## src/rtl/core/frustum_box_cull_unit_macros.svh

```systemverilog
// ----------------------------------------------------------------------------
// Frustum box cull unit assertion macros
// Shared concurrent assertion shorthands for the culling block.
// ----------------------------------------------------------------------------
`ifndef FRUSTUM_BOX_CULL_UNIT_MACROS_SVH
`define FRUSTUM_BOX_CULL_UNIT_MACROS_SVH

// Same-cycle implication, disabled during reset
`define FBC_ASSERT_IMPL(label, clk, rst, ante, cons) \
  label: assert property (@(posedge clk) disable iff (rst) (ante) |-> (cons)) \
    else $error("same-cycle check failed");

// Next-cycle implication, disabled during reset
`define FBC_ASSERT_NEXT(label, clk, rst, ante, cons) \
  label: assert property (@(posedge clk) disable iff (rst) (ante) |=> (cons)) \
    else $error("next-cycle check failed");

`endif

```

## src/rtl/core/fbc_ram.sv

```systemverilog
// ----------------------------------------------------------------------------
// Frustum box cull RAM
// Generic simple dual-port RAM, one write and one registered read port.
// ----------------------------------------------------------------------------
`default_nettype none

module fbc_ram #(
  parameter int WIDTH = 32,
  parameter int DEPTH = 8,
  localparam int ADDR_BITS = (DEPTH > 1) ? $clog2(DEPTH) : 1
) (
  input  logic                 clk,
  input  logic                 we,
  input  logic [ADDR_BITS-1:0] waddr,
  input  logic [WIDTH-1:0]     wdata,
  input  logic                 re,
  input  logic [ADDR_BITS-1:0] raddr,
  output logic [WIDTH-1:0]     rdata
);

  logic [WIDTH-1:0] mem [DEPTH];

  // Write port
  always_ff @(posedge clk) begin
    if (we) begin
      mem[waddr] <= wdata;
    end
  end

  // Registered read port
  always_ff @(posedge clk) begin
    if (re) begin
      rdata <= mem[raddr];
    end
  end

endmodule

`default_nettype wire

```

## config.mk

```make
export PLATFORM = sky130hd
export DESIGN_NAME = fbc_ram
export DESIGN_NICKNAME = d
export VERILOG_FILES = /design/src/rtl/core/frustum_box_cull_unit_macros.svh /design/src/rtl/core/fbc_ram.sv
export SDC_FILE = /design/constraint.sdc
export NUM_CORES = 1
export LEC_CHECK = 0
export ABC_CLOCK_PERIOD_IN_PS = 8600
export BUFFER_PORTS_ARGS = -buffer_cell sky130_fd_sc_hd__buf_2
export CORE_MARGIN = 1
export CORE_UTILIZATION = 45
export CTS_CLUSTER_SIZE = 14
export DETAILED_ROUTE_END_ITERATION = 7
export PLACE_DENSITY_LB_ADDON = 0.3
export SYNTH_ARGS = -nofsm -noshare
export SYNTH_HDL_FRONTEND = slang
export SYNTH_SLANG_ARGS = --single-unit
```

## constraint.sdc

```tcl
create_clock -name clk -period 8.6 [get_ports clk]
set_input_delay 1.29 -clock clk [delete_from_list [all_inputs] [get_ports clk]]
set_output_delay 1.29 -clock clk [all_outputs]
set_load 0.005 [all_outputs]
```

-- Word level (Yosys, flattened, before mapping)
Memory sizes are Yosys's and may differ from the RTL's. A register that Yosys moved wholly into a read port is not among the register bits.
Index checks and enable logic that the tools add are counted.
- multipliers: 0
- shifts and indexed selects: 0
- multiplexer cells: 2
- reduce and logical (&&, ||, !) cells: 0
- div/mod/pow operators: 0
- order comparisons: 0
- bitwise logic cells: 0
- equal/unequal tests: 0
- add/sub/neg operators: 0
- operators with widths (kind ; count):
    $mux 1 ; 2
- flip-flop bits (word level): 0
- output and inout bits: 32
- input port bits: 41
- memory bits (read-only): 0
- logic and storage cells: 3
- memories: 1
- bits in writable memories: 256
- latch bits: 0
- memory list (memory ; depth ; bits a word ; read ports ; clocked after Yosys merged registers in ; write ports ; RTL line ; RTL):
    mem ; 8 ; 32 ; 1 ; 1 ; 1 ; fbc_ram.sv:21 ; logic [WIDTH-1:0] mem [DEPTH];

-- Logic depth before layout (Yosys ltp)
- word-level depth: 2
- mapped depth: 4
- gate-level depth less buffers: 2

-- Worst setup path before layout
Ideal clock, no wire load.
- path type: input to register
- from: input port waddr[2]
- to: memory mem[0][0], enable pin
- library setup time: 0.461 ns
- setup slack: 4.463 ns
- stages on the path: 2
- data required time: 8.139 ns
- buffers on the path: 0
- arrival time: 3.676 ns
- cells stage by stage: nand2b_1 -> nor3_1
- RTL lines (item ; RTL line ; RTL):
    start: declaration ; fbc_ram.sv:14 ; input logic [ADDR_BITS-1:0] waddr,
    end: declaration ; fbc_ram.sv:21 ;
No word-level cell before the write port.

==> summary.txt <==
Power and ir drop
  • Power per Cell Area: between 200 and 250 mW/mm^2
  • Maximum VDD drop: ~140 uV
  • P_leak: roughly 4.1 nW

Yosys
  • Post-synth cell types: 12
  • Mapped Area: between 0.01 and 0.015 mm^2
  • Synth top area share: about four fifths
  • Post-synth EDFFs: between 200 and 300
  • Synth warn: 0
  • Post-Syn Nets: 456
  • Top cell type by total area after synthesis: edfxtp_1
  • Sequential share of the synthesized area: between 80% and 90%
  • Largest family of logic cells by synthesized area: multiplexers
  • Post-synthesis adder-cell area fraction: 0%
  • Seq cells post-synth: between 200 and 300
  • Syn Inst Count: 415
  • Syn_area_per_cell: around 26 um^2
  • Most used DFF post-synth: edfxtp_1
  • Commonest cells in the synthesized netlist: edfxtp_1, mux4_1, mux2_2, mux4_2, buf_6
  • Most frequent cell after synthesis: edfxtp_1
  • Asr flop ratio synth: 0%
  • Area contributors post-synth: edfxtp_1, mux4_1, mux4_2
  • Mux cell area share after synthesis: 18.1%
  • Compound-Gate Fraction of Synth Area: 0%
  • Simple-gate share of the synthesized area: 0.545%
  • Post-Synth XOR/XNOR Area: 0%

Setup path
  • Worst EP required: just under 9000 ps
  • CP max stage delay: approximately 850 ps
  • Max stage delay cell, worst path: buf_4
  • Crit start category: input port
  • CP Data Arrival Time: 3130 ps
  • Crit path cell chain: buf_4, mux4_1, mux2_2
  • Worst-path fanout max: between 60 and 70
  • CP bufs+invs: 1
  • CP top delay family: multiplexers
  • Crit path kind: input port to flop
  • Crit. End Element: flop

Drt
  • Via-per-instance ratio: around 5.3
  • ANT nets after route: 0
  • Iter 0 DRT Violations: 289
  • DRC Markers: 0
  • DR vias: 4528
  • Wire per inst: 22.1 um
  • Total Routed Length: around 19000 um
  • Detailed Routing Iterations Pass 1: 4

Die
  • Die footprint: ~0.025 mm^2
  • Ports: 73
  • Starting density of the core: 46.0%
  • Die Wd: 157 um
  • Die Span Y: 157 um
  • Rows: 56
  • Placeable Area: approximately 0.023 mm^2

Timing
  • Slew @ Worst Pin: approximately 1200 ps
  • Final setup violation count: 0
  • Final Hold Viols: 0
  • Max_slew headroom: between 20 and 25%
  • Max Slew Vio Count: 0
  • Setup TNS: 0 ps
  • Max Freq: about 350 MHz
  • Final period util: approximately a third
  • Period minus WS final: around 2900 ps
  • Worst Skew: 11.0 ps
  • RSZ-0062 raised after global routing: false

CTS
  • Clock Path Buffers: 3
  • Root Driver: clkbuf_16
  • Sink Count: about 290
  • H-tree levels: 1
  • CTS tree: built
  • Inserted Clock Buffers: 28
  • Skew-Pair Late Insertion Delay: around 530 ps
  • Post-CTS Resized: 0
  • Post-CTS Setup Bufs: 0
  • Clock transition at path regs: ~60 ps
  • Hold_buf cts: 0

Global routing
  • Grt total ovfl: 0
  • Initial antenna violation count: 2
  • Vias in the first global route: about 5000
  • Largest net degree at the start of global routing: 65
  • First-pass GRT wire length: approximately 28000 um
  • Aggregate global-route resource usage: roughly 16%

Place
  • Final HPWL DP: ~9400 um
  • Port Buffers: between 70 and 80
  • Placed insts: 797
  • Routability cong.: between 0.6 and 0.7

Final layout
  • Synth-to-Final Area Change: 15.1%
  • Share of post-route cells with drive strength above 1: around a third
  • Non-filler cells, final: between 800 and 900
  • Fill count: between 1500 and 2000
  • Final nets: about 550

Job
  • Max Cap Violations: 0

Run status
  • Status: finished, final reports clean

Hold path
  • Min-delay worst type: flop to flop
==> area by class of cell <==
cell class              count  area, um^2  area share [%]
diodes                      1        2.50          0.0202
clock buffers              35         748            6.03
clock inverters            14         120           0.968
multi-input cells         109        2070            16.6
flip-flops and latches    288        8650            69.7
well taps                 319         399            3.22
repair buffers             81         430            3.47
==> metrics by stage <==
step	hold WS, ps	setup WS (ps)	power [mW]	utilization (%)	area [um^2]
after floorplan	716	4460	1.72	-	10800
after CTS	744	5720	2.93	52.9	12400
final	742	5740	2.90	52.9	12400
after global placement	720	5190	1.78	49.2	11500
after global routing	756	5630	2.99	52.9	12400
after detailed placement	733	5160	1.79	49.2	11500
==> cells by family (layout without fill, tap and decap cells) <==
| logic type | Yosys count | count (layout) |
|---|---|---|
| other cells | 0 | 1 |
| simple gates | 13 | 13 |
| buf+inv | 18 | 130 |
| mux | 96 | 96 |
| flops | 288 | 288 |
==> flip-flops by register name, summed over array words and instances, names as in the netlist <==
name and flops:
mem 256, rdata 32
==> where the power goes <==
part	leakage (nW)	total (mW)	internal, mW	switching (mW)
Sequential	2.64	1.62	1.60	0.0125
Combinational	1.06	0.138	0.0658	0.0722
Clock	0.424	1.15	0.672	0.478
Total	4.12	2.90	2.34	0.562
==> placed cells by master, fill, tap and decap left out <==
cell,n
mux4_2,24
edfxtp_1,288
clkbuf_16,29
buf_4,10
clkinv_1,5
nand2b_1,3
nor3_2,2
clkinv_2,5
nand2_1,2
buf_2,71
clkinvlp_4,1
diode_2,1
mux4_1,40
nor2_4,6
clkbuf_1,6
bufinv_16,2
clkinv_4,1
mux2_2,32
==> final timing paths <==
check                       startpoint                  end  slack [ps]  depth (start not counted)
setup / recovery              raddr[0]  rdata[11]$_DFFE_PP_        5740                          3
hold / removal    mem[7][19]$_DFFE_PP_  rdata[19]$_DFFE_PP_         740                          2
setup reg to reg  mem[2][11]$_DFFE_PP_  rdata[11]$_DFFE_PP_        7200                          2
hold reg to reg   mem[7][19]$_DFFE_PP_  rdata[19]$_DFFE_PP_         740                          2
==> layer usage <==
layer	track usage, %	part of all wire (%)	vias up
li1	-	-	2002
met1	19.4	41	2391
met2	28.8	52	97
met3	3.35	4.7	36
met4	4.39	1.8	2
met5	0	0.070	-
==> worst reg2reg max path, cell delays in order (launching register included) <==
cell	delay (ps)
edfxtp_1	370
mux4_1	490
mux2_2	280
Power figures use the tool's default switching activity.
